`src/sv/tmq_pkg.sv`:
```
// Shared types and constants for the timed message queue.
// No dependencies; imported by controller, datapath, top level and checker.
package tmq_pkg;

  localparam int TIME_W    = 48;
  localparam int HANDLE_W  = 16;
  localparam int MODE_W    = 2;
  localparam int KIND_W    = 3;
  localparam int CNT_OUT_W = 5;

  localparam int MAX_DISPATCH = 16;
  localparam int DISP_W       = $clog2(MAX_DISPATCH + 1);

  localparam logic [MODE_W-1:0] MODE_INSERT  = 2'd0;
  localparam logic [MODE_W-1:0] MODE_SERVICE = 2'd1;
  localparam logic [MODE_W-1:0] MODE_FLUSH   = 2'd2;

  localparam logic [KIND_W-1:0] KIND_DISPATCH  = 3'd0;
  localparam logic [KIND_W-1:0] KIND_INS_OK    = 3'd1;
  localparam logic [KIND_W-1:0] KIND_INS_FULL  = 3'd2;
  localparam logic [KIND_W-1:0] KIND_WAITING   = 3'd3;
  localparam logic [KIND_W-1:0] KIND_EMPTY     = 3'd4;
  localparam logic [KIND_W-1:0] KIND_FLUSHED   = 3'd5;

  typedef struct packed {
    logic              load;
    logic              insert;
    logic              pop;
    logic              flush;
    logic              emit;
    logic [KIND_W-1:0] kind;
    logic              last;
  } dp_cmd_t;

  typedef struct packed {
    logic [MODE_W-1:0] mode;
    logic              full;
    logic              empty;
    logic              head_due;
    logic              out_free;
  } dp_sts_t;

endpackage

```
`src/sv/timed_message_queue.sv`:
```
// Timed message queue: keeps up to QUEUE_DEPTH (handle, due time) entries
// sorted by due time in a shift register array, equal times in arrival order.
// An insert or flush is accepted into the input latch; then an insert shifts
// the array, or a flush clears the count, as the result is loaded. A service
// dispatches at most 16 entries, one result a cycle unless stalled, closing
// with a waiting or empty result. Each result waits in the output register
// while out_stall is high; the next item is taken once the last result of
// the current one is loaded. An unused mode code gives no result.
module timed_message_queue #(
  parameter int QUEUE_DEPTH = 16
) (
  input  logic                            clk,
  input  logic                            rst_n,
  input  logic                            in_valid,
  output logic                            in_stall,
  input  logic [tmq_pkg::MODE_W-1:0]      in_mode,
  input  logic [tmq_pkg::TIME_W-1:0]      in_due_time,
  input  logic [tmq_pkg::HANDLE_W-1:0]    in_msg_handle,
  input  logic [tmq_pkg::TIME_W-1:0]      in_now_time,
  output logic                            out_valid,
  input  logic                            out_stall,
  output logic [tmq_pkg::KIND_W-1:0]      out_kind,
  output logic [tmq_pkg::HANDLE_W-1:0]    out_handle,
  output logic [tmq_pkg::TIME_W-1:0]      out_wait_time,
  output logic [tmq_pkg::CNT_OUT_W-1:0]   out_pending_count,
  output logic                            out_last
);
  import tmq_pkg::*;

  dp_cmd_t cmd;
  dp_sts_t sts;

  tmq_ctrl u_ctrl (
    .clk      (clk),
    .rst_n    (rst_n),
    .in_valid (in_valid),
    .in_stall (in_stall),
    .sts      (sts),
    .cmd      (cmd)
  );

  tmq_dp #(
    .QUEUE_DEPTH (QUEUE_DEPTH)
  ) u_dp (
    .clk               (clk),
    .rst_n             (rst_n),
    .in_mode           (in_mode),
    .in_due_time       (in_due_time),
    .in_msg_handle     (in_msg_handle),
    .in_now_time       (in_now_time),
    .cmd               (cmd),
    .sts               (sts),
    .out_valid         (out_valid),
    .out_stall         (out_stall),
    .out_kind          (out_kind),
    .out_handle        (out_handle),
    .out_wait_time     (out_wait_time),
    .out_pending_count (out_pending_count),
    .out_last          (out_last)
  );

endmodule

```
`src/sv/tmq_ctrl.sv`:
```
// Controller state machine for the timed message queue.
// Depends on tmq_pkg; drives tmq_dp through dp_cmd_t and reads dp_sts_t.
module tmq_ctrl (
  input  logic              clk,
  input  logic              rst_n,
  input  logic              in_valid,
  output logic              in_stall,
  input  tmq_pkg::dp_sts_t  sts,
  output tmq_pkg::dp_cmd_t  cmd
);
  import tmq_pkg::*;

  typedef enum logic {ST_IDLE, ST_EXEC} state_t;

  localparam logic [DISP_W-1:0] DISP_CAP = DISP_W'(MAX_DISPATCH);

  state_t            state_r, state_nxt;
  logic [DISP_W-1:0] disp_cnt_r, disp_cnt_nxt;
  logic              accept;

  assign in_stall = (state_r != ST_IDLE);
  assign accept   = in_valid && !in_stall;

  always_comb begin
    state_nxt    = state_r;
    disp_cnt_nxt = disp_cnt_r;
    cmd          = '0;
    cmd.load     = accept;
    case (state_r)
      ST_IDLE: begin
        if (accept) begin
          state_nxt    = ST_EXEC;
          disp_cnt_nxt = '0;
        end
      end
      ST_EXEC: begin
        case (sts.mode)
          MODE_INSERT: begin
            if (sts.out_free) begin
              cmd.emit   = 1'b1;
              cmd.last   = 1'b1;
              cmd.insert = !sts.full;
              cmd.kind   = sts.full ? KIND_INS_FULL : KIND_INS_OK;
              state_nxt  = ST_IDLE;
            end
          end
          MODE_SERVICE: begin
            if (sts.out_free) begin
              cmd.emit = 1'b1;
              if (!sts.empty && sts.head_due && (disp_cnt_r != DISP_CAP)) begin
                cmd.pop      = 1'b1;
                cmd.kind     = KIND_DISPATCH;
                disp_cnt_nxt = disp_cnt_r + 1'b1;
              end else begin
                cmd.last  = 1'b1;
                cmd.kind  = sts.empty ? KIND_EMPTY : KIND_WAITING;
                state_nxt = ST_IDLE;
              end
            end
          end
          MODE_FLUSH: begin
            if (sts.out_free) begin
              cmd.emit  = 1'b1;
              cmd.last  = 1'b1;
              cmd.flush = 1'b1;
              cmd.kind  = KIND_FLUSHED;
              state_nxt = ST_IDLE;
            end
          end
          default: begin
            state_nxt = ST_IDLE;
          end
        endcase
      end
      default: begin
        state_nxt = ST_IDLE;
      end
    endcase
  end

  always_ff @(posedge clk) begin
    if (!rst_n) begin
      state_r    <= ST_IDLE;
      disp_cnt_r <= '0;
    end else begin
      state_r    <= state_nxt;
      disp_cnt_r <= disp_cnt_nxt;
    end
  end

endmodule

```
`src/sv/tmq_dp.sv`:
```
// Datapath for the timed message queue: input latch, sorted shift array,
// entry count and result register. Depends on tmq_pkg; commanded by tmq_ctrl.
module tmq_dp #(
  parameter int QUEUE_DEPTH = 16
) (
  input  logic                            clk,
  input  logic                            rst_n,
  input  logic [tmq_pkg::MODE_W-1:0]      in_mode,
  input  logic [tmq_pkg::TIME_W-1:0]      in_due_time,
  input  logic [tmq_pkg::HANDLE_W-1:0]    in_msg_handle,
  input  logic [tmq_pkg::TIME_W-1:0]      in_now_time,
  input  tmq_pkg::dp_cmd_t                cmd,
  output tmq_pkg::dp_sts_t                sts,
  output logic                            out_valid,
  input  logic                            out_stall,
  output logic [tmq_pkg::KIND_W-1:0]      out_kind,
  output logic [tmq_pkg::HANDLE_W-1:0]    out_handle,
  output logic [tmq_pkg::TIME_W-1:0]      out_wait_time,
  output logic [tmq_pkg::CNT_OUT_W-1:0]   out_pending_count,
  output logic                            out_last
);
  import tmq_pkg::*;

  localparam int CW = $clog2(QUEUE_DEPTH + 1);
  localparam int XW = (CW > CNT_OUT_W) ? CW : CNT_OUT_W;
  localparam logic [XW-1:0] CNT_SAT = XW'((1 << CNT_OUT_W) - 1);

  logic [MODE_W-1:0]   mode_r;
  logic [TIME_W-1:0]   due_r;
  logic [HANDLE_W-1:0] hdl_r;
  logic [TIME_W-1:0]   now_r;

  logic [TIME_W-1:0]   due_q_r [QUEUE_DEPTH];
  logic [HANDLE_W-1:0] hdl_q_r [QUEUE_DEPTH];
  logic [CW-1:0]       cnt_r, cnt_nxt;
  logic [QUEUE_DEPTH-1:0] le_vec;

  logic                 out_valid_r, out_valid_nxt;
  logic [KIND_W-1:0]    out_kind_r;
  logic [HANDLE_W-1:0]  out_handle_r;
  logic [TIME_W-1:0]    out_wait_r;
  logic [CNT_OUT_W-1:0] out_cnt_r;
  logic                 out_last_r;

  logic [XW-1:0]        cnt_x;
  logic [CNT_OUT_W-1:0] cnt_sat;
  logic                 head_due;
  logic [TIME_W-1:0]    wait_val;

  always_ff @(posedge clk) begin
    if (cmd.load) begin
      mode_r <= in_mode;
      due_r  <= in_due_time;
      hdl_r  <= in_msg_handle;
      now_r  <= in_now_time;
    end
  end

  always_comb begin
    for (int i = 0; i < QUEUE_DEPTH; i++) begin
      le_vec[i] = (CW'(i) < cnt_r) && (due_q_r[i] <= due_r);
    end
  end

  always_ff @(posedge clk) begin
    if (cmd.insert) begin
      if (!le_vec[0]) begin
        due_q_r[0] <= due_r;
        hdl_q_r[0] <= hdl_r;
      end
      for (int i = 1; i < QUEUE_DEPTH; i++) begin
        if (!le_vec[i]) begin
          if (le_vec[i-1]) begin
            due_q_r[i] <= due_r;
            hdl_q_r[i] <= hdl_r;
          end else begin
            due_q_r[i] <= due_q_r[i-1];
            hdl_q_r[i] <= hdl_q_r[i-1];
          end
        end
      end
    end else if (cmd.pop) begin
      for (int i = 0; i < QUEUE_DEPTH - 1; i++) begin
        due_q_r[i] <= due_q_r[i+1];
        hdl_q_r[i] <= hdl_q_r[i+1];
      end
    end
  end

  always_comb begin
    cnt_nxt = cnt_r;
    if (cmd.flush) begin
      cnt_nxt = '0;
    end else if (cmd.insert) begin
      cnt_nxt = cnt_r + 1'b1;
    end else if (cmd.pop) begin
      cnt_nxt = cnt_r - 1'b1;
    end
  end

  always_ff @(posedge clk) begin
    if (!rst_n) begin
      cnt_r <= '0;
    end else begin
      cnt_r <= cnt_nxt;
    end
  end

  assign head_due = (now_r >= due_q_r[0]);
  assign wait_val = head_due ? '0 : (due_q_r[0] - now_r);
  assign cnt_x    = XW'(cnt_nxt);
  assign cnt_sat  = (cnt_x > CNT_SAT) ? CNT_OUT_W'(CNT_SAT) : CNT_OUT_W'(cnt_x);

  assign sts.mode     = mode_r;
  assign sts.full     = (cnt_r == CW'(QUEUE_DEPTH));
  assign sts.empty    = (cnt_r == '0);
  assign sts.head_due = head_due;
  assign sts.out_free = !out_valid_r || !out_stall;

  always_comb begin
    out_valid_nxt = out_valid_r && out_stall;
    if (cmd.emit) begin
      out_valid_nxt = 1'b1;
    end
  end

  always_ff @(posedge clk) begin
    if (!rst_n) begin
      out_valid_r <= 1'b0;
    end else begin
      out_valid_r <= out_valid_nxt;
    end
  end

  always_ff @(posedge clk) begin
    if (cmd.emit) begin
      out_kind_r   <= cmd.kind;
      out_handle_r <= (cmd.kind == KIND_DISPATCH) ? hdl_q_r[0] : '0;
      out_wait_r   <= (cmd.kind == KIND_WAITING) ? wait_val : '0;
      out_cnt_r    <= cnt_sat;
      out_last_r   <= cmd.last;
    end
  end

  assign out_valid         = out_valid_r;
  assign out_kind          = out_kind_r;
  assign out_handle        = out_handle_r;
  assign out_wait_time     = out_wait_r;
  assign out_pending_count = out_cnt_r;
  assign out_last          = out_last_r;

endmodule

```
`config.mk`:
```
export PLATFORM = sky130hd
export DESIGN_NAME = timed_message_queue
export DESIGN_NICKNAME = d
export VERILOG_FILES = /design/src/sv/tmq_pkg.sv /design/src/sv/timed_message_queue.sv /design/src/sv/tmq_ctrl.sv /design/src/sv/tmq_dp.sv
export SDC_FILE = /design/constraint.sdc
export NUM_CORES = 2
export LEC_CHECK = 0
export BUFFER_PORTS_ARGS = -buffer_cell sky130_fd_sc_hd__buf_4
export CORE_AREA = 2 2 418 420
export CTS_BUF_LIST = sky130_fd_sc_hd__clkbuf_4
export CTS_CLUSTER_SIZE = 24
export DETAILED_ROUTE_END_ITERATION = 10
export DIE_AREA = 0 0 420 422
export SKIP_LAST_GASP = 1
export SYNTH_ARGS = -nofsm -noshare
export SYNTH_HDL_FRONTEND = slang
export SYNTH_SLANG_ARGS = --single-unit
```
`constraint.sdc`:
```
create_clock -name clk -period 8.2 [get_ports clk]
set_clock_uncertainty 0.05 [all_clocks]
set_input_delay 2.46 -clock clk [delete_from_list [all_inputs] [get_ports clk]]
set_output_delay 2.46 -clock clk [all_outputs]
set_load 0.05 [all_outputs]
```
* Yosys cells after proc, flatten, opt, wreduce, memory -nomap -nowiden
Memory sizes are Yosys's and may differ from the RTL's.
Cells that the tools add are included.
** Storage, ports and cells
- Register bits after elaboration :: 199
- RAM bits :: 1024
- Input bits :: 118
- Word-level logic and storage cells :: 370
- Memories kept :: 2
** Cells by class
- Add/sub/neg operators :: 4
- Magnitude comparators :: 34
- Equal/unequal tests :: 9
- Mux-type cells :: 214
- Bitwise gates (word level) :: 62
- Reduce and logical (&&, ||, !) cells :: 32
** Memory list
- u_dp.due_q_r :: depth 16, bits a word 48, rd ports 16, clocked after Yosys merged registers in 0, write ports 16, line tmq_dp.sv:33 : logic [TIME_W-1:0] due_q_r [QUEUE_DEPTH];
- u_dp.hdl_q_r :: depth 16, bits a word 16, rd ports 16, clocked after Yosys merged registers in 0, write ports 16, line tmq_dp.sv:34 : logic [HANDLE_W-1:0] hdl_q_r [QUEUE_DEPTH];
** Operators by type and width (number)
- two-way mux 48 bit :: 30
- less-or-equal comparator 48 bit :: 16
- two-way mux 16 bit :: 30
- two-way mux 1 bit :: 136
- OR 1 bit :: 60
- greater-or-equal comparator 48 bit :: 1
- subtractor 48 bit :: 1
- two-way mux 5 bit :: 9
- less-than comparator 4 x 5 -> 1 bit, first input constant :: 8
- logical AND 1 bit :: 20
- less-than comparator 3 x 5 -> 1 bit, first input constant :: 4
- case mux 5 bit (3 select lines) :: 1
- adder 5 x 1 -> 5 bit, second input constant :: 2
- less-than comparator 1 x 5 -> 1 bit, first input constant :: 2
- less-than comparator 2 x 5 -> 1 bit, first input constant :: 2
- case mux 5 bit (2 select lines) :: 1
- two-way mux 8 bit :: 1
- two-way mux 3 bit :: 2
- two-way mux 6 bit :: 1
- inequality test 2 bit, second input constant :: 3
- == test 5 bit, second input constant :: 1
- greater-than comparator 5 bit, second input constant :: 1
- zero test 1 bit :: 5
- zero test 5 bit :: 1
- 14 further kinds :: 17

* Depth between registers and ports, before layout
- Depth after elaboration :: 12
- Depth in mapped cells :: 15
- Gate-level depth less buffers :: 12

* Hierarchy
A second synthesis with hierarchy kept.
** Unflattened totals
- Cell total of the unflattened synthesis :: 6866
- Area, all modules :: 76235.6 um^2
** By module, submodules not included
- tmq_dp :: instances 1, cells an instance 6802, area each 75746.4 um^2, seq. area each 36485.0 um^2
- tmq_ctrl :: instances 1, cells an instance 64, area each 489.2 um^2, seq. area each 120.1 um^2

* Worst setup path after synthesis
No wires, ideal clock.
- Path kind :: input -> register
- Start point :: input port out_stall
- End point :: memory u_dp.due_q_r[3][0], enable pin
- Setup time :: 0.574 ns
- Arrival time :: 7.620 ns
- Required time :: 7.576 ns
- Path slack :: -0.044 ns
- Stages :: 6
- Path buffers :: 0
- Cell sequence :: nand2_1 and2_1 nand3_1 a31oi_1 o21ai_0 o21ai_0
** RTL lines
- start, declared :: line timed_message_queue.sv:21 : input logic out_stall,
- end, declared :: line tmq_dp.sv:33

==> results.py <==
metrics = {
    "global_routing": {
        "grt_pass1_wl_um": 373100,
        "grt_util_all_layers_pct": 27.62,
        "antenna_found_initial": 7,
        "grt_max_degree": 243,
        "grt_overflow_total": 0,
        "first_global_vias": 61180,
    },
    "clocking": {
        "cts_buffer_depth": 4,
        "cts-root-buf": "clkbuf_4",
        "insertion_delay_ns": 1.39,
        "cts_num_sinks": 1223,
        "htreeDepth": 5,
        "postCtsSetupRepairBufs": 0,
        "cts_tree": "done",
        "cts_buffers": 349,
        "cts_hold_buf": 0,
        "clk_pin_slew_ns": 0.08,
        "cts_resized": 0,
    },
    "floorplan": {
        "row_count": 153,
        "core_um2": 172900,
        "initial_utilization_pct": 44.70,
        "num_io_pins": 193,
        "die_area_um2": 177200,
        "die_width_um": 420,
        "die_h_um": 422,
    },
    "critical_path": {
        "worstPathRequired_ns": 9.09,
        "worst_ep_arrival_time_ns": 6.70,
        "max_stage_delay_ns": 1.07,
        "worstPathCellList": "inv_1 -> buf_4 -> ha_1 -> nand4_1 -> nor3_1 -> a221oi_1 -> o21ai_0 -> and3_1 -> a21o_4 -> nand2_2 -> nand2_4",
        "worst-setup-path-type": "reg2reg",
        "critPathLaunchType": "flip-flop",
        "cp_max_fo": 65,
        "crit_slowest_cell": "nand2_4",
        "endpoint_kind": "flip-flop",
    },
    "logic_synthesis": {
        "synthSimpleGateAreaFrac_pct": 11.52,
        "synth.distinct_cells": 75,
        "synthMuxAreaShare_pct": 10.99,
        "syn_inst": 7333,
        "synth_ff_type": "edfxtp_1",
        "yosysTopAreaCellShare_pct": 47.07,
        "syn_area_per_cell_um2": 10.54,
        "synthXorXnorAreaFrac_pct": 0.5668,
        "syn_nets": 8273,
        "synthTopCellsByCount": "1311 x nand2_1, 1211 x edfxtp_1, 829 x mux2i_1",
        "synth.yosys.warnings": 0,
        "ys_top_cells_by_area": "edfxtp_1 47%, ha_1 13%, mux2i_1 11%",
        "synth-seq-cells": 1223,
        "seq_area_frac_synth_pct": 47.38,
        "synth_top_family_by_area": "adder cells",
        "synthAdderAreaFrac_pct": 13.32,
        "netlist.top_cell.by_area": "edfxtp_1",
        "synth_compound_area_share_pct": 12.65,
        "async_flop_share_pct": 0,
        "yosysMostFrequentCell": "nand2_1",
        "netlist_area_um2": 77260,
        "synth_edf_count": 1211,
    },
    "drt": {
        "wl_per_cell_um": 24.71,
        "drt_iter0_drc": 5003,
        "first_pass_iters": 7,
        "drc_errors": 0,
        "antenna_left": 0,
        "vias": 61150,
        "viasPerCell": 6.013,
        "routed_wl_um": 251300,
    },
    "cells_and_area": {
        "fin_cells": 10170,
        "drive_gt1_share_pct": 11.90,
        "stdcell_area_um2": 85080,
        "nNetsFinal": 8557,
        "final_util_pct": 49.22,
        "area_delta_synth_final_pct": 10.12,
    },
    "run": {
        "drv_cap": 0,
    },
    "power_and_ir_drop": {
        "p_sw_mw": 4.011,
        "combPwrFrac_pct": 11.3,
        "seq_power_share_pct": 49.7,
        "power.internal_mw": 10.49,
        "swShare_pct": 27.67,
        "powerDensity_nw_per_um2": 170.4,
        "power_leakage_nw": 36.27,
        "peakVddDrop_mv": 0.1535,
        "clkPwrFrac_pct": 39.0,
    },
    "place": {
        "place_ws_ns": 2.159,
        "port_buffers": 192,
        "dpl_cell_area_um2": 80980,
        "gp_congestion": 0.9339,
        "place_inst": 9591,
        "dp_hpwl_um": 183300,
    },
    "timing": {
        "max_clock_freq_ghz": 0.1720,
        "max_slew_margin_pct": 17.72,
        "slew_viol_final": 0,
        "final_hold_viol_count": 0,
        "min_period_over_period_pct": 70.91,
        "rsz0062_at_grt": "false",
        "worst_slew_pin_slew_ns": 1.230,
        "fin_ws_ns": 2.386,
        "tns_ns": 0,
        "fin_crit_ns": 5.814,
        "setup_violations": 0,
    },
    "min_path": {
        "hold_class": "reg2reg",
    },
    "outcome": {
        "status": "completed",
    },
}
==> through the flow <==
stage          hold slack [ns]  power [mW]
5_1_grt                 0.5052       15.06
6_report                0.4644       14.50
3_3_place_gp            0.4386       8.909
2_1_floorplan           0.4207       8.319
3_5_place_dp            0.4539       8.955
4_1_cts                 0.4642       14.58
==> worst max-delay path, delay by kind of cell (launching register included) <==
| family | cells | cell delay [ns] |
|---|---|---|
| AND/OR/NAND/NOR | 5 | 3.13 |
| AO/OA/AOI/OAI | 3 | 0.97 |
| buffers and inverters | 2 | 0.60 |
| flip-flops | 1 | 0.41 |
| adder cells (fa/ha/maj) | 1 | 0.19 |
==> layout make-up <==
cell class	instances	area, µm²
fill	16150	87780
multi-input combinational	5543	38200
sequential	1223	36610
clock buffer	503	3776
tap	2325	2909
timing repair buffer	351	2710
inverter	149	561.8
clock inverter	63	291.5
antenna	13	32.53
==> power groups by stage <==
stage	clock network [mW]	logic [mW]	registers, mW
finish	5.65	1.64	7.20
global route	6.04	1.81	7.21
CTS	5.75	1.63	7.20
detailed placement	0	1.62	7.33
global placement	0	1.57	7.33
floorplan	0	1.00	7.32
==> final timing paths <==
kind,slack [ns],to,cells past startpoint,from
max,2.39,u_dp.due_q_r[9][6],11,u_dp.due_r[26]
min,0.46,u_ctrl.disp_cnt_r[0],2,u_ctrl.disp_cnt_r[0]
max reg2reg,2.39,u_dp.due_q_r[9][6],11,u_dp.due_r[26]
min reg2reg,0.46,u_ctrl.disp_cnt_r[0],2,u_ctrl.disp_cnt_r[0]
==> registers in the layout, indices dropped and copies added (netlist names) <==
signal                  cells
u_dp.hdl_r                 16
u_ctrl.disp_cnt_r           5
u_dp.now_r                 48
u_dp.due_r                 48
u_dp.out_valid              1
u_dp.mode_r                 2
u_dp.out_handle            16
u_dp.out_last               1
u_dp.cnt_r                  5
u_dp.out_pending_count      5
u_dp.due_q_r              768
u_ctrl.in_stall             1
u_dp.hdl_q_r              256
u_dp.out_kind               3
u_dp.out_wait_time         48
==> per-layer routing <==
metal  share of wire, %  global-route usage (%)
met5                  0                       0
met4                4.9                   13.36
met3                5.4                   3.950
met2                 49                   46.81
met1                 41                   34.43
==> cells in the final DEF, fill, tap and decap left out, types with 26 or more instances in the layout <==
master    count
a21o_1       86
nand4_1     163
ha_1        821
mux2i_1     829
o211ai_1     28
nand3_1     137
a211oi_1     45
nand2_1    1293
and2_1       27
clkbuf_4    503
buf_4       345
inv_1       148
nor3_1       45
o21ai_1     409
clkinv_1     56
edfxtp_1   1211
a31oi_1      79
o21ai_0     620
xnor2_1      27
nor2_1      249
a21oi_1     330
nor2b_1      26
==> kinds of logic after synthesis <==
logic type | count (synthesis)
buf+inv | 567
mux | 846
flops | 1223
xor+xnor | 50
simple gates | 2071
compound gates | 1754
fa+ha+maj | 822
No activity file was read; power rests on OpenSTA's default activity.
